`src/rtl/utf8d_pkg.sv`:
```
// utf8d_pkg: shared types and constants of the utf-8 stream decoder
// holds the result item type and the decode output bundle
// no dependencies
package utf8d_pkg;

  localparam int unsigned CpW   = 21;
  localparam int unsigned ByteW = 8;

  localparam logic [CpW-1:0] CpQmark = CpW'(63);

  // number of results one byte causes
  typedef enum logic [1:0] {
    RES_NONE = 2'd0,
    RES_ONE  = 2'd1,
    RES_TWO  = 2'd2
  } res_cnt_t;

  typedef struct packed {
    logic [CpW-1:0] code_point;
    logic           run_last;
    logic           text_done;
  } res_t;

  typedef struct packed {
    res_cnt_t cnt;
    res_t     r0;
    res_t     r1;
  } dec_out_t;

endpackage

```
`src/rtl/utf8d_decode.sv`:
```
// utf8d_decode: sequence state registers and per-byte decode logic
// produces up to two result items for each accepted byte
// depends on utf8d_pkg
module utf8d_decode (
  input  logic                         clk,
  input  logic                         rst_n,
  input  logic                         take,
  input  logic [utf8d_pkg::ByteW-1:0]  text_byte,
  input  logic                         end_of_text,
  output utf8d_pkg::dec_out_t          dec
);
  import utf8d_pkg::*;

  logic [CpW-1:0] partial_r, partial_nxt;
  logic [1:0]     pending_r, pending_nxt;

  always_comb begin
    logic [CpW-1:0] cp0, cp1;
    logic [1:0]     n;
    logic [CpW-1:0] pp;
    logic [1:0]     pend;
    logic [CpW-1:0] shifted;

    cp0     = '0;
    cp1     = '0;
    n       = 2'd0;
    pp      = partial_r;
    pend    = pending_r;
    shifted = {partial_r[CpW-7:0], text_byte[5:0]};

    if ((pending_r != 2'd0) && (text_byte[7:6] == 2'b10)) begin
      // continuation byte
      pend = pending_r - 2'd1;
      pp   = shifted;
      if (pend == 2'd0) begin
        cp0  = shifted;
        n    = 2'd1;
        pp   = '0;
      end
    end else begin
      // interrupted sequence emits what was gathered
      if (pending_r != 2'd0) begin
        cp0  = partial_r;
        n    = 2'd1;
        pp   = '0;
        pend = 2'd0;
      end
      priority if (text_byte[7] == 1'b0) begin
        if (n == 2'd0) cp0 = CpW'(text_byte);
        else           cp1 = CpW'(text_byte);
        n = n + 2'd1;
      end else if (text_byte[7:5] == 3'b110) begin
        pp   = CpW'(text_byte[4:0]);
        pend = 2'd1;
      end else if (text_byte[7:4] == 4'b1110) begin
        pp   = CpW'(text_byte[3:0]);
        pend = 2'd2;
      end else if (text_byte[7:3] == 5'b11110) begin
        pp   = CpW'(text_byte[2:0]);
        pend = 2'd3;
      end else begin
        if (n == 2'd0) cp0 = CpQmark;
        else           cp1 = CpQmark;
        n = n + 2'd1;
      end
    end

    // end of text flushes an open sequence and clears state
    if (end_of_text) begin
      if (pend != 2'd0) begin
        if (n == 2'd0) cp0 = pp;
        else           cp1 = pp;
        n = n + 2'd1;
      end
      pp   = '0;
      pend = 2'd0;
    end

    partial_nxt = pp;
    pending_nxt = pend;

    dec.r0.code_point = cp0;
    dec.r0.run_last   = (n == 2'd1);
    dec.r0.text_done  = (n == 2'd1) && end_of_text;
    dec.r1.code_point = cp1;
    dec.r1.run_last   = 1'b1;
    dec.r1.text_done  = end_of_text;
    unique case (n)
      2'd0:    dec.cnt = RES_NONE;
      2'd1:    dec.cnt = RES_ONE;
      default: dec.cnt = RES_TWO;
    endcase
  end

  always_ff @(posedge clk) begin
    if (!rst_n) begin
      partial_r <= '0;
      pending_r <= 2'd0;
    end else if (take) begin
      partial_r <= partial_nxt;
      pending_r <= pending_nxt;
    end
  end

endmodule

```
`src/rtl/utf8d_outq.sv`:
```
// utf8d_outq: three-entry result register queue, head always at entry 0
// takes up to two results per cycle, hands out one per transaction
// depends on utf8d_pkg
module utf8d_outq (
  input  logic                 clk,
  input  logic                 rst_n,
  input  logic                 push,
  input  utf8d_pkg::dec_out_t  dec,
  input  logic                 pop,
  output utf8d_pkg::res_t      head,
  output logic [1:0]           count
);
  import utf8d_pkg::*;

  localparam int unsigned Depth = 3;

  res_t       q_r   [Depth];
  res_t       q_nxt [Depth];
  logic [1:0] count_r, count_nxt;

  always_comb begin
    logic [1:0] base;
    logic [1:0] added;

    base  = count_r - {1'b0, pop};
    added = 2'd0;
    for (int i = 0; i < Depth; i++) begin
      if (pop && (i < Depth - 1)) q_nxt[i] = q_r[i+1];
      else                        q_nxt[i] = q_r[i];
    end
    if (push) begin
      unique case (dec.cnt)
        RES_NONE: added = 2'd0;
        RES_ONE: begin
          q_nxt[base] = dec.r0;
          added = 2'd1;
        end
        RES_TWO: begin
          q_nxt[base]         = dec.r0;
          q_nxt[base + 2'd1]  = dec.r1;
          added = 2'd2;
        end
        default: added = 2'd0;
      endcase
    end
    count_nxt = base + added;
  end

  always_ff @(posedge clk) begin
    if (!rst_n) begin
      count_r <= 2'd0;
    end else begin
      count_r <= count_nxt;
    end
  end

  always_ff @(posedge clk) begin
    for (int i = 0; i < Depth; i++) q_r[i] <= q_nxt[i];
  end

  assign head  = q_r[0];
  assign count = count_r;

endmodule

```
`src/rtl/utf8_stream_decoder_core.sv`:
```
// utf8_stream_decoder_core: top level of the streaming utf-8 decoder
// depends on utf8d_pkg, utf8d_decode, utf8d_outq
//
//   channel   direction  signals
//   in_       input      in_valid, in_stall, in_text_byte, in_end_of_text
//   out_      output     out_valid, out_stall, out_code_point, out_run_last, out_text_done
//
// one byte per cycle while in_stall is low; a byte that causes two results holds the input until a result is taken
// the byte is decoded in the accepting cycle and its results land in a 3-entry queue
// in_stall rises while two or more results are queued, so output stalls back up
// synchronous reset clears the sequence state and empties the queue
module utf8_stream_decoder_core (
  input  logic                             clk,
  input  logic                             rst_n,
  input  logic                             in_valid,
  output logic                             in_stall,
  input  logic [utf8d_pkg::ByteW-1:0]      in_text_byte,
  input  logic                             in_end_of_text,
  output logic                             out_valid,
  input  logic                             out_stall,
  output logic [utf8d_pkg::CpW-1:0]        out_code_point,
  output logic                             out_run_last,
  output logic                             out_text_done
);
  import utf8d_pkg::*;

  dec_out_t   dec;
  res_t       head;
  logic [1:0] count;
  logic       take;
  logic       pop;

  assign in_stall  = (count > 2'd1);
  assign take      = in_valid && !in_stall;
  assign out_valid = (count != 2'd0);
  assign pop       = out_valid && !out_stall;

  utf8d_decode u_decode (
    .clk         (clk),
    .rst_n       (rst_n),
    .take        (take),
    .text_byte   (in_text_byte),
    .end_of_text (in_end_of_text),
    .dec         (dec)
  );

  utf8d_outq u_outq (
    .clk   (clk),
    .rst_n (rst_n),
    .push  (take),
    .dec   (dec),
    .pop   (pop),
    .head  (head),
    .count (count)
  );

  assign out_code_point = head.code_point;
  assign out_run_last   = head.run_last;
  assign out_text_done  = head.text_done;

endmodule

```
`config.mk`:
```
export PLATFORM = sky130hd
export DESIGN_NAME = utf8_stream_decoder_core
export DESIGN_NICKNAME = d
export VERILOG_FILES = /design/src/rtl/utf8d_pkg.sv /design/src/rtl/utf8d_decode.sv /design/src/rtl/utf8d_outq.sv /design/src/rtl/utf8_stream_decoder_core.sv
export SDC_FILE = /design/constraint.sdc
export NUM_CORES = 1
export LEC_CHECK = 0
export BUFFER_PORTS_ARGS = -buffer_cell sky130_fd_sc_hd__buf_2
export CORE_MARGIN = 2
export CORE_UTILIZATION = 25
export CTS_CLUSTER_DIAMETER = 50
export DETAILED_ROUTE_END_ITERATION = 10
export GPL_TIMING_DRIVEN = 0
export PLACE_DENSITY = 0.47
export REMOVE_ABC_BUFFERS = 1
export SLEW_MARGIN = 20
export SYNTH_ARGS = -nofsm -noshare
export SYNTH_HDL_FRONTEND = slang
export SYNTH_SLANG_ARGS = --single-unit
```
`constraint.sdc`:
```
create_clock -name clk -period 3.1 [get_ports clk]
set_input_delay 0.62 -clock clk [delete_from_list [all_inputs] [get_ports clk]]
set_output_delay 0.62 -clock clk [all_outputs]
set_load 0.1 [all_outputs]
```
# Yosys cells after proc, flatten, opt, wreduce, memory -nomap -nowiden

Memories as Yosys holds them, arrays and structs flattened.
Index checks and enable logic that the tools add are counted.

Memories: 1
Register bits after elaboration: 25
Word-level logic and storage cells: 99
Memory bits (writable): 69

Memories:

| name       | depth | width | read ports | clocked after memory_dff | wr ports | line             | RTL |
|---|---|---|---|---|---|---|---|
| u_outq.q_r | 3     | 23    | 3          | 0                        | 3        | utf8d_outq.sv:17 | `res_t q_r [Depth];` |

Eq/ne operators: 7
Magnitude comparators: 5
Add/sub/neg operators: 6
Muxes and demuxes: 60
Reduce and logical (&&, ||, !) cells: 15
Bitwise logic cells: 2

Operators with widths:

| cell                | count |
|---|---|
| $mux 21             | 28 |
| $bwmux 69           | 2 |
| $pmux 69 s2         | 1 |
| $demux 23 s2        | 2 |
| $mux 23             | 4 |
| $mux 69             | 1 |
| $mux 2              | 16 |
| $logic_not 2->1     | 4 |
| $pmux 2 s2          | 2 |
| $mux 7              | 1 |
| $add 2x1->2 const B | 3 |
| $ge 3x3->1 const B  | 2 |
| $logic_and 1x1->1   | 6 |
| $lt 3x1->1 const B  | 2 |
| $mux 6              | 1 |
| $not 2->3           | 2 |
| $reduce_bool 2->1   | 3 |
| $eq 5x5->1 const B  | 1 |
| $eq 2x1->1 const B  | 2 |
| $eq 2x2->1 const B  | 2 |
| $eq 4x4->1 const B  | 1 |
| $eq 3x3->1 const B  | 1 |
| $add 2x2->2         | 1 |
| $gt 2x1->1 const B  | 1 |
| 4 further kinds     | 6 |

# Logic depth before layout (Yosys ltp)

Gate-level depths: netlist of the first run.

Depth after elaboration: 18
Gate-level depth with buffers: 15
Depth with buffers taken out: 14

# Modules after synthesis

A second synthesis of the first run with hierarchy kept.

Cell total of the unflattened synthesis: 708
Area total of the unflattened synthesis: 6411.1 µm²

Modules (own cells, without submodules):

| module                   | times used | seq. area each (µm²) | cells each | area an instance (µm²) |
|---|---|---|---|---|
| utf8d_outq               | 1          | 1651.6               | 395        | 4053.9 |
| utf8d_decode             | 1          | 460.4                | 309        | 2331.0 |
| utf8_stream_decoder_core | 1          | 0.0                  | 4          | 26.3 |

# Least setup slack after synthesis of the first run

No wires, ideal clock.

Path kind: flip-flop to flip-flop
Start: register u_outq.count_r[1] (netlist: u_outq.count[1])
End: memory u_outq.q_r[0][59] in the netlist's numbering (data pin)
Arrival time: 3.028 ns
Path buffers: 2
Path slack: -0.197 ns
Cell stages (with the launch flop): 11
Library setup time: 0.268 ns
Cells stage by stage: dfxtp_1 or2_2 nand2b_1 clkbuf_1 inv_1 ha_1 xor2_1 nand2_1 clkbuf_1 mux2i_1 o22ai_1

RTL lines:

| what                   | line             | RTL |
|---|---|---|
| from (decl)            | utf8d_outq.sv:19 | `logic [1:0] count_r, count_nxt;` |
| from (signal assigned) | utf8d_outq.sv:53 | `count_r <= count_nxt;` |
| to (decl)              | utf8d_outq.sv:17 |  |

==> reports/qor.log, run 1 <==
qor: outcome.outcome finished clean
qor: clocking.htreeDepth 3
qor: grt.top_usage_layer met2
qor: grt.grt_antenna_before_repair 1
qor: worst_setup_path.setup_crit_start_kind primary input
qor: routing.avgRoutedWirePerCell 19.5 um
qor: routing.drc 0
qor: final_layout.area_growth_syn_to_layout 19.3%
qor: timing.worst_slack 0.0793 ns
qor: grt.grt_pass1_wl 29.3 mm
qor: timing.min_period 3.02 ns
qor: timing.post-route-period-util 0.974
qor: worst_setup_path.timing.critical_path.arrival 3.11 ns
qor: yosys.yosys-top-cells-area dfxtp_1, mux2i_1, edfxtp_1
qor: clocking.cts_tree yes
qor: worst_setup_path.cp_top_family compound AO/OA/AOI/OAI gates
qor: yosys.synth-warning-count 0
qor: timing.setup-violations-final 0
qor: yosys.async_reset_ff_frac 0
qor: timing.final.setup_skew 0.0106 ns
qor: yosys.synth_edf_count 23
qor: worst_setup_path.cp_cell_sequence buf_2, and2_1, nand3_1, ha_1, a311oi_4, ha_4, a2111o_1, o21a_2, nand2_8, o21ai_0
qor: yosys.yosys.cell_types.count 60
qor: grt.grt_start_max_net_pins 27
qor: clocking.inserted_clock_buffers 9
qor: die.chip_height 159 um
qor: yosys.postSynthCellCount 628
qor: die.std_cell_rows 56
qor: clocking.clk_root_buffer_cell clkbuf_16
qor: timing.fmax 331 MHz
qor: worst_setup_path.critPathRequiredTime 3.19 ns
qor: die.core_box_area 0.0236 sq mm
qor: yosys.synth.largest_area_cell dfxtp_1
qor: worst_setup_path.critical_path.max_stage_delay 0.41 ns
qor: yosys.synthDominantCellAreaShare 0.235
qor: clocking.clock_tree.buffer_depth 2
qor: placed_design.place_ws -1.37 ns
qor: final_layout.area_of_the_multi_input_gates 0.00370 sq mm
qor: pwr.fin_total_pwr 0.00717 W
qor: routing.detail_route.first_pass.iterations 5
qor: grt.gr-usage-met3 0.0237
qor: grt.use_met2 0.238
qor: die.initial_utilization 0.256
qor: clocking.cts-hold-fix-buffers 0
qor: timing.max_slew.worst_pin.slew 0.915 ns
qor: clocking.numClockSinks 94
qor: timing.worst_slew_margin_rel 0.388
qor: routing.routed-via-count 5226
qor: routing.postRouteWirelength 18.8 mm
qor: placed_design.io_buffers 37
qor: clocking.clock_transition_time_at_the_flip_flop_clock_pins_of_the_worst_setup_and_hold_paths 0.07 ns
qor: routing.vias_per_std_cell 5.42
qor: worst_setup_path.timing.critical_path.slowest_stage_cell a2111o_1
qor: worst_hold_path.holdCritPathClass flop to flop
qor: pwr.cellLeakagePower 2.75 nW
qor: final_layout.area.sequential 0.00211 sq mm
qor: timing.grt_setup_unrepaired false
qor: worst_setup_path.critPathMaxFanout 23
qor: job.maxCapViolations 0
qor: die.die_w 159 um
qor: grt.grt.met1_usage 0.188
qor: final_layout.filler_cell_count_in_the_final_layout 2450
qor: pwr.power_per_cell_area 995 mW/mm^2
qor: yosys.synth_top_flop_cell dfxtp_1
qor: placed_design.gpl.final_weighted_congestion 0.871
qor: grt.global_route.usage.total 0.145
qor: final_layout.layout-drive-gt1-share 0.226
qor: timing.slew_viol_final 0
qor: yosys.syn-cell-area 0.00604 sq mm
qor: yosys.post-synth-top-count-cell mux2i_1
qor: yosys.ys_seq_area_frac 0.350
qor: worst_setup_path.critical_path_buf_inv_count 1
qor: grt.grt_remaining_overflow 0
qor: yosys.synth-seq-cells 94
qor: worst_setup_path.worstReg2RegStart u_decode.pending_r[0]
qor: final_layout.fin_nets 660
qor: yosys.synthTopCellsByCount mux2i_1, a22oi_1, dfxtp_1
qor: clocking.worst_skew_pair.late_latency 0.35 ns
qor: routing.drtAntennaViolNets 0
qor: placed_design.place.detailed.hpwl 12.2 mm
qor: final_layout.antenna_cells_inserted 0
qor: worst_hold_path.holdCritStartpoint u_outq.q_r[0][45]
qor: worst_setup_path.setup.worst_path.start in_text_byte[6]
qor: pwr.ir_worst_vdd 841 uV
qor: die.pin_count 38
qor: die.floorplan.die_area 0.0254 sq mm
qor: routing.drt_first_iter_violations 450
qor: yosys.postSynthAreaPerCell 9.62 sq um
qor: grt.first_global_vias 5180
qor: timing.hold_viol_final 0
qor: worst_setup_path.worst_setup_path_end_kind flop
qor: worst_setup_path.worst-setup-path-type primary input to flop
==> per-stage QoR <==
step / util / hold WS (ns) / instance area [sq um] / TNS [ns] / std cells
2_1_floorplan: - / 0.486 / 5620 / -196.91 / 553
3_3_place_gp: 0.263 / 0.504 / 6200 / -376.56 / 909
4_1_cts: 0.302 / 0.531 / 7130 / 0 / 959
5_1_grt: 0.305 / 0.555 / 7210 / 0 / 964
6_report: 0.305 / 0.524 / 7210 / 0 / 964
3_5_place_dp: 0.276 / 0.511 / 6530 / -88.52 / 922
==> logic make-up after synthesis <==
family                   Yosys count  share of synthesized area
flip-flops                        94                      0.350
multiplexers                      97                      0.161
XOR/XNOR                           3                    0.00435
AO/OA/AOI/OAI                    238                      0.305
buffers and inverters             88                     0.0781
AND/OR/NAND/NOR                  101                     0.0868
adder cells (fa/ha/maj)            7                     0.0145
==> flip-flops by register name, indices dropped and copies added, names as in the netlist <==
register,flops
u_decode.partial_r,21
u_outq.q_r,69
u_decode.pending_r,2
u_outq.count,2
==> final timing paths <==
kind | endpoint | slack, ns | cells after the start
max reg2reg | u_outq.q_r[0][65] | 0.09 | 12
min reg2reg | u_outq.q_r[0][45] | 0.52 | 2
max | u_outq.q_r[0][48] | 0.08 | 10
min | u_outq.q_r[0][45] | 0.52 | 2
==> worst min-delay path, delay by kind of cell, from the launching register on <==
family	cells	cell delay [ns]
flops	1	0.33
compound gates	1	0.08
mux	1	0.08
==> routing by layer <==
metal	vias to the layer above	wire length (um)
li1	2470	-
met1	2547	8670
met2	169	8680
met3	38	885
met4	2	539
met5	-	7
==> what timing repair did <==
item,CTS,global route
endpoints found under the setup margin,94,58
resized for setup,25,9
pin swaps,10,4
setup buffers,19,4
gates cloned,2,1
==> cells in the final DEF, fill, tap and decap left out, types with 5 or more instances in the layout <==
cell	synthesis	routed
mux2i_1	94	92
a22oi_1	82	82
dfxtp_1	71	71
o22ai_1	44	44
buf_2	11	36
nand2_1	30	28
edfxtp_1	23	23
buf_4	28	22
o21ai_0	21	19
nor2b_1	17	17
a22o_1	15	15
o22ai_2	14	14
and2_1	13	13
nand3_1	13	12
inv_1	13	12
nor2_1	13	10
clkbuf_16	0	9
a221oi_1	7	7
a21oi_1	8	7
a32oi_1	6	6
buf_16	0	6
o21ai_1	4	5
==> cell type report <==
type	instances	share of cell area
Clock buffer	12	0.0356
Sequential cell	94	0.293
Inverter	13	0.00747
Clock inverter	4	0.00417
Timing Repair Buffer	73	0.0903
Multi-Input combinational cell	449	0.514
Tap cell	319	0.0554
==> report_power, final <==
| part | total [W] | internal (W) | switching, W |
|---|---|---|---|
| Combinational | 0.00419 | 0.00131 | 0.00289 |
| Clock | 0.00110 | 0.000593 | 0.000503 |
| Sequential | 0.00188 | 0.00169 | 0.000187 |
| Total | 0.00717 | 0.00359 | 0.00358 |
No activity file was read; power rests on OpenSTA's default activity.
==> inputs of run 2 (changes only) <==
--- a/config.mk
+++ b/config.mk
@@ -7,12 +7,13 @@
 export LEC_CHECK = 0
 export BUFFER_PORTS_ARGS = -buffer_cell sky130_fd_sc_hd__buf_2
 export CORE_MARGIN = 2
-export CORE_UTILIZATION = 25
+export CORE_UTILIZATION = 56
 export CTS_CLUSTER_DIAMETER = 50
 export DETAILED_ROUTE_END_ITERATION = 10
 export GPL_TIMING_DRIVEN = 0
-export PLACE_DENSITY = 0.47
+export PLACE_DENSITY = 0.83
 export REMOVE_ABC_BUFFERS = 1
+export SETUP_SLACK_MARGIN = 0.15
 export SLEW_MARGIN = 20
 export SYNTH_ARGS = -nofsm -noshare
 export SYNTH_HDL_FRONTEND = slang
==> reports/qor.log, run 2 (synthesis gave the netlist of run 1 again) <==
qor: grt.use_met2 0.529 [+0.291]
qor: timing.min_period 3.07 ns [+0.0452 ns]
qor: die.initial_utilization 0.580 [+0.324]
qor: pwr.seq_power_share 0.267 [+0.005]
qor: clocking.worst_skew_pair.late_latency 0.39 ns [+0.04 ns]
qor: grt.grt_pass1_wl 30.9 mm [+5.2%]
qor: final_layout.area_of_the_multi_input_gates 0.00388 sq mm [+4.6%]
qor: worst_hold_path.holdCritPathClass flop to flop
qor: final_layout.antenna_cells_inserted 0 [unchanged]
qor: clocking.clk_root_buffer_cell clkbuf_8
qor: pwr.power.clock.fraction 0.114 [-0.039]
qor: die.std_cell_rows 37 [-34%]
qor: routing.avgRoutedWirePerCell 26.1 um [+34%]
qor: routing.drt_first_iter_violations 947 [+110%]
qor: grt.first_global_vias 5807 [+12%]
qor: clocking.clock_tree.buffer_depth 2 [unchanged]
qor: timing.hold_viol_final 0 [unchanged]
qor: placed_design.dpl.cell_count 737 [-20%]
qor: timing.grt_setup_unrepaired true
qor: final_layout.fin_nets 667 [+1.1%]
qor: routing.routed-via-count 5996 [+15%]
qor: grt.grt_remaining_overflow 0 [unchanged]
qor: worst_setup_path.setup_crit_start_kind flop
qor: pwr.internal_power 0.00337 W [-6.2%]
qor: final_layout.largest_registers u_outq.q_r (69), u_decode.partial_r (21)
qor: placed_design.gpl.final_weighted_congestion 0.978 [+12%]
qor: timing.worst_slew_margin_rel 0.234 [-0.154]
qor: grt.gr-usage-met3 0.0738 [+0.0501]
qor: timing.post-route-period-util 0.989 [+0.0146]
qor: timing.final.setup_skew 0.00751 ns [-0.00313 ns]
qor: worst_setup_path.critPathRequiredTime 3.36 ns [+0.17 ns]
qor: job.maxCapViolations 0 [unchanged]
qor: final_layout.most_frequent_cells_in_the_layout a22oi_1, mux2i_1, dfxtp_1
qor: pwr.power_per_cell_area 997 mW/mm^2 [+0.17%]
qor: clocking.numClockSinks 94 [unchanged]
qor: placed_design.io_buffers 37 [unchanged]
qor: final_layout.mostFrequentLayoutCell a22oi_1
qor: routing.vias_per_std_cell 7.61 [+40%]
qor: worst_setup_path.worst-setup-path-type flop to flop
qor: pwr.cellLeakagePower 2.77 nW [+0.92%]
qor: final_layout.largest_register u_outq.q_r
qor: timing.slew_viol_final 0 [unchanged]
qor: grt.grt_start_max_net_pins 28 [+3.7%]
qor: worst_setup_path.worst_setup_path_end_kind flop
qor: clocking.cts_tree yes
qor: placed_design.place.detailed.hpwl 10.8 mm [-11%]
qor: timing.max_slew.worst_pin.slew 1.14 ns [+0.229 ns]
qor: worst_setup_path.timing.critical_path.arrival 3.33 ns [+0.22 ns]
qor: grt.global_route.usage.total 0.343 [+0.198]
qor: routing.drc 0 [unchanged]
qor: final_layout.filler_cell_count_in_the_final_layout 763 [-69%]
qor: grt.top_usage_layer met2
qor: clocking.inserted_clock_buffers 9 [unchanged]
qor: final_layout.layout-drive-gt1-share 0.270 [+0.0436]
qor: pwr.total_switching_power 0.00374 W [+4.6%]
qor: routing.drtAntennaViolNets 0 [unchanged]
qor: grt.grt_antenna_before_repair 0 [-1]
qor: timing.final.setup.tns 0 ns [unchanged]
qor: final_layout.area_growth_syn_to_layout 18.1%
qor: worst_setup_path.critPathMaxFanout 12 [-48%]
qor: die.core_box_area 0.0104 sq mm [-56%]
qor: final_layout.area.sequential 0.00212 sq mm [+0.24%]
qor: routing.detail_route.first_pass.iterations 7 [+2]
qor: final_layout.largest_reg_flops 69 [unchanged]
qor: clocking.clock_transition_time_at_the_flip_flop_clock_pins_of_the_worst_setup_and_hold_paths 0.09 ns [+0.02 ns]
qor: clocking.htreeDepth 3 [unchanged]
qor: grt.grt.met1_usage 0.440 [+0.252]
qor: routing.postRouteWirelength 20.5 mm [+9.3%]
qor: final_layout.layoutNonFillerInstCount 788 [-18%]
qor: pwr.p_sw_frac 0.526 [+0.0273]
qor: outcome.outcome finished clean
qor: die.die_w 108 um [-32%]
qor: die.chip_height 108 um [-32%]
qor: timing.setup-violations-final 0 [unchanged]
qor: timing.fmax 326 MHz [-1.5%]
qor: die.pin_count 38 [unchanged]
qor: pwr.ir_worst_vdd 1200 uV [+42%]
qor: pwr.power.share.combinational 0.620 [+0.035]
qor: die.floorplan.die_area 0.0116 sq mm [-54%]
-- run 2: per-stage QoR --
step	instance area [sq um]	util	total power [W]	setup slack, ns	hold slack [ns]
floorplan	5620	-	0.00471	-2.82	0.486
global placement	5970	0.574	0.00537	-3.99	0.507
detailed placement	6230	0.598	0.00556	-1.25	0.518
CTS	6890	0.661	0.00672	0.184	0.537
global route	7130	0.685	0.00731	0.0234	0.564
finish	7130	0.685	0.00711	0.0341	0.527
-- run 2: final timing paths --
check	start	endpoint	slack [ns]	cells past startpoint
worst max-delay path	u_decode.pending_r[0]	u_outq.q_r[0][31]	0.03	12
worst min-delay path	u_outq.q_r[0][21]	u_outq.q_r[0][21]	0.53	2
worst max register to register	u_decode.pending_r[0]	u_outq.q_r[0][31]	0.03	12
worst min register to register	u_outq.q_r[0][21]	u_outq.q_r[0][21]	0.53	2
-- run 2: repair_timing --
action | 4_1_cts | 5_1_grt
setup endpoints to repair | 94 | 94
buffers inserted | 24 | 7
gates resized for setup | 40 | 36
cloned | 4 | 0
hold buffers | 0 | 0
pin swaps | 10 | 6
-- run 2: layout make-up --
class                   instances  share of cell area
clock buffers                  12              0.0217
clock inverters                 4             0.00421
inverters                      13             0.00807
multi-input cells             450               0.543
flip-flops and latches         94               0.297
well taps                     136              0.0239
repair buffers                 79               0.102
-- run 2: power by group through the flow --
stage / Clock (W) / Sequential [W] / Combinational (W)
global route: 0.000848 / 0.00194 / 0.00453
floorplan: 0 / 0.00295 / 0.00175
CTS: 0.000794 / 0.00189 / 0.00404
detailed placement: 0 / 0.00191 / 0.00365
global placement: 0 / 0.00189 / 0.00347
finish: 0.000808 / 0.00190 / 0.00441
-- run 2: per-layer routing --
metal  vias to the layer above  part of all wire
li1                       2468                 -
met1                      2882              0.37
met2                       491              0.45
met3                       155              0.12
met4                         0             0.067
met5                         -                 0
-- run 2: critical path, cell delays in order, from the launching register on --
cell,delay [ns]
dfxtp_4,0.38
inv_2,0.06
ha_4,0.19
buf_4,0.17
nand2_1,0.17
a21boi_1,0.35
o22a_2,0.35
a2111o_1,0.30
o211ai_4,0.16
buf_4,0.23
a211oi_4,0.26
buf_8,0.21
o22ai_1,0.11
==> inputs of run 3 (changes only) <==
--- a/config.mk
+++ b/config.mk
@@ -7,11 +7,11 @@
 export LEC_CHECK = 0
 export BUFFER_PORTS_ARGS = -buffer_cell sky130_fd_sc_hd__buf_2
 export CORE_MARGIN = 2
-export CORE_UTILIZATION = 56
+export CORE_UTILIZATION = 62
 export CTS_CLUSTER_DIAMETER = 50
 export DETAILED_ROUTE_END_ITERATION = 10
 export GPL_TIMING_DRIVEN = 0
-export PLACE_DENSITY = 0.83
+export PLACE_DENSITY = 0.87
 export REMOVE_ABC_BUFFERS = 1
 export SETUP_SLACK_MARGIN = 0.15
 export SLEW_MARGIN = 20
==> constraint.sdc (replaced) <==
create_clock -name clk -period 3.2 [get_ports clk]
set_input_delay 0.64 -clock clk [delete_from_list [all_inputs] [get_ports clk]]
set_output_delay 0.64 -clock clk [all_outputs]
set_load 0.1 [all_outputs]
==> reports/qor.log, run 3 (synthesis gave the netlist of run 1 again) <==
qor: worst_setup_path.worst_setup_path_end_kind flop
qor: worst_setup_path.critical_path.max_stage_delay 0.44 ns [+0.06 ns]
qor: worst_setup_path.cp_common_cell buf_12
qor: clocking.cts-hold-fix-buffers 0 [unchanged]
qor: timing.post-route-period-util 1.01 [+0.0191]
qor: worst_hold_path.holdCritPathClass flop to flop
qor: final_layout.largest_reg_flops 69 [unchanged]
qor: clocking.numClockSinks 94 [unchanged]
qor: placed_design.io_buffers 37 [unchanged]
qor: pwr.power.share.combinational 0.623 [+0.003]
qor: routing.vias_per_std_cell 8.11 [+6.6%]
qor: worst_setup_path.cp_cell_sequence inv_4, ha_4, buf_12, nor4bb_4, a21o_2, a311oi_4, ha_4, a2111o_1, o211ai_4, buf_4, buf_12, buf_12, clkinvlp_4, buf_12, a21oi_1
qor: clocking.htreeDepth 3 [unchanged]
qor: timing.grt_setup_unrepaired true
qor: routing.avgRoutedWirePerCell 29.1 um [+12%]
qor: die.initial_utilization 0.630 [+0.0497]
qor: pwr.ir_worst_vdd 1160 uV [-3.4%]
qor: clocking.clock_tree.buffer_depth 2 [unchanged]
qor: grt.grt_antenna_before_repair 0 [unchanged]
qor: job.maxCapViolations 0 [unchanged]
qor: pwr.internal_power 0.00350 W [+3.9%]
qor: timing.hold_viol_final 0 [unchanged]
qor: worst_setup_path.timing.critical_path.slowest_stage_cell a2111o_1
qor: worst_setup_path.critPathMaxFanout 13 [+1]
qor: worst_setup_path.critical_path_buf_inv_count 7 [+3]
qor: pwr.p_sw_frac 0.516 [-0.0104]
qor: die.die_w 103 um [-4.8%]
qor: final_layout.antenna_cells_inserted 0 [unchanged]
qor: routing.routed-via-count 6504 [+8.5%]
qor: final_layout.mostFrequentLayoutCell mux2i_1
qor: final_layout.layout-drive-gt1-share 0.272 [+0.00211]
qor: grt.grt_remaining_overflow 0 [unchanged]
qor: final_layout.largest_registers u_outq.q_r (69), u_decode.partial_r (21)
qor: die.floorplan.die_area 0.0106 sq mm [-9.3%]
qor: routing.drc 1 [+1]
qor: pwr.power_per_cell_area 996 mW/mm^2 [about the same]
qor: timing.final.setup_skew 0.0123 ns [+0.00481 ns]
qor: timing.final.setup.tns -0.0307 ns [-0.0307 ns]
qor: clocking.clk_root_buffer_cell clkbuf_8
qor: pwr.seq_power_share 0.256 [-0.011]
qor: die.std_cell_rows 36 [-2.7%]
qor: worst_setup_path.cp_top_family compound AO/OA/AOI/OAI gates
qor: clocking.worst_skew_pair.late_latency 0.38 ns [about the same]
qor: timing.max_slew.worst_pin.slew 1.32 ns [+0.172 ns]
qor: timing.worst_slew_margin_rel 0.119 [-0.115]
qor: grt.grt_start_max_net_pins 27 [-3.6%]
qor: worst_setup_path.worst-setup-path-type flop to flop
qor: final_layout.most_frequent_cells_in_the_layout mux2i_1, a22oi_1, dfxtp_1
qor: final_layout.area_growth_syn_to_layout 20.1%
qor: outcome.outcome finished, violations left
qor: outcome.violations design-rule violations, negative setup slack
qor: grt.grt_pass1_wl 31.9 mm [+3.3%]
qor: clocking.clock_transition_time_at_the_flip_flop_clock_pins_of_the_worst_setup_and_hold_paths 0.10 ns [about the same]
qor: routing.detail_route.first_pass.iterations 11 [+4]
qor: final_layout.largest_register u_outq.q_r
qor: routing.drt_first_iter_violations 1469 [+55%]
qor: grt.first_global_vias 5947 [+2.4%]
qor: pwr.cellLeakagePower 2.90 nW [+4.7%]
qor: die.pin_count 38 [unchanged]
qor: worst_setup_path.timing.critical_path.arrival 3.52 ns [+0.19 ns]
qor: placed_design.gpl.final_weighted_congestion 0.959 [-2.0%]
qor: timing.setup-violations-final 2 [+2]
qor: clocking.cts_tree yes
qor: worst_setup_path.critPathRequiredTime 3.49 ns [+0.13 ns]
qor: clocking.inserted_clock_buffers 9 [unchanged]
qor: grt.global_route.usage.total 0.400 [+0.0578]
qor: routing.postRouteWirelength 23.4 mm [+14%]
qor: timing.slew_viol_final 0 [unchanged]
qor: die.chip_height 103 um [-4.8%]
qor: timing.worst_slack -0.0260 ns [-0.0601 ns]
qor: placed_design.place.detailed.hpwl 10.4 mm [-3.9%]
qor: timing.fmax 310 MHz [-5.0%]
qor: worst_setup_path.setup_crit_start_kind flop
qor: final_layout.fin_nets 684 [+2.5%]
qor: timing.min_period 3.23 ns [+0.160 ns]
qor: routing.drtAntennaViolNets 0 [unchanged]
qor: pwr.total_switching_power 0.00373 W [-0.34%]
qor: die.core_box_area 0.00959 sq mm [-7.9%]
qor: placed_design.place_ws -1.50 ns [-0.251 ns]
qor: pwr.power.clock.fraction 0.122 [+0.008]
## run 3: worst paths after layout
path / slack (ns) / from / end / depth (start not counted)
worst max-delay path: -0.03 / u_decode.pending_r[0] / u_outq.q_r[0][24] / 15
worst min-delay path: 0.53 / u_outq.q_r[0][45] / u_outq.q_r[0][45] / 2
worst max register to register: -0.03 / u_decode.pending_r[0] / u_outq.q_r[0][24] / 15
worst min register to register: 0.53 / u_outq.q_r[0][45] / u_outq.q_r[0][45] / 2
## run 3: worst register-to-register path, stage by stage, from the launching register on
cell and delay [ns]:
dfxtp_4 0.38, inv_4 0.09, ha_4 0.24, buf_12 0.14, nor4bb_4 0.05, a21o_2 0.22, a311oi_4 0.33, ha_4 0.27
a2111o_1 0.44, o211ai_4 0.13, buf_4 0.17, buf_12 0.11, buf_12 0.10, clkinvlp_4 0.08, buf_12 0.16, a21oi_1 0.23
## run 3: metrics by stage
step | power [W] | cells | instance area [sq um] | hold WS (ns) | util
finish | 0.00723 | 802 | 7260 | 0.534 | 0.756
global route | 0.00740 | 802 | 7260 | 0.575 | 0.756
CTS | 0.00672 | 789 | 7050 | 0.537 | 0.735
detailed placement | 0.00534 | 733 | 6210 | 0.516 | 0.647
global placement | 0.00513 | 723 | 5970 | 0.504 | 0.622
floorplan | 0.00456 | 553 | 5620 | 0.486 | -
## run 3: cell type report
class | instances | area, sq um
timing repair buffer | 96 | 910
fill | 541 | 2340
clock inverter | 5 | 55.1
inverter | 13 | 57.6
tap | 133 | 166
timing repair inverter | 1 | 7.51
sequential | 94 | 2120
multi-input combinational | 449 | 3780
clock buffer | 11 | 163
## run 3: power by group through the flow
stage,logic [W],clock network [W],registers [W]
6_report,0.00450,0.000880,0.00185
5_1_grt,0.00461,0.000911,0.00188
4_1_cts,0.00403,0.000860,0.00183
3_5_place_dp,0.00349,0,0.00185
3_3_place_gp,0.00331,0,0.00183
2_1_floorplan,0.00170,0,0.00286
## run 3: layer usage
metal  vias up  track usage  part of all wire  wire length [um]
li1       2513            -                 -                 -
met1      2892        0.463              0.31              7350
met2       806        0.614              0.42              9860
met3       293        0.127              0.16              3790
met4         0        0.312              0.10              2370
met5         -            0                 0                 0
## run 3: what timing repair did
action                     4_1_cts  5_1_grt
setup endpoints to repair       94       93
resized for setup               38       23
pin swaps                       11        6
gates cloned                     6        2
setup buffers                   34       11
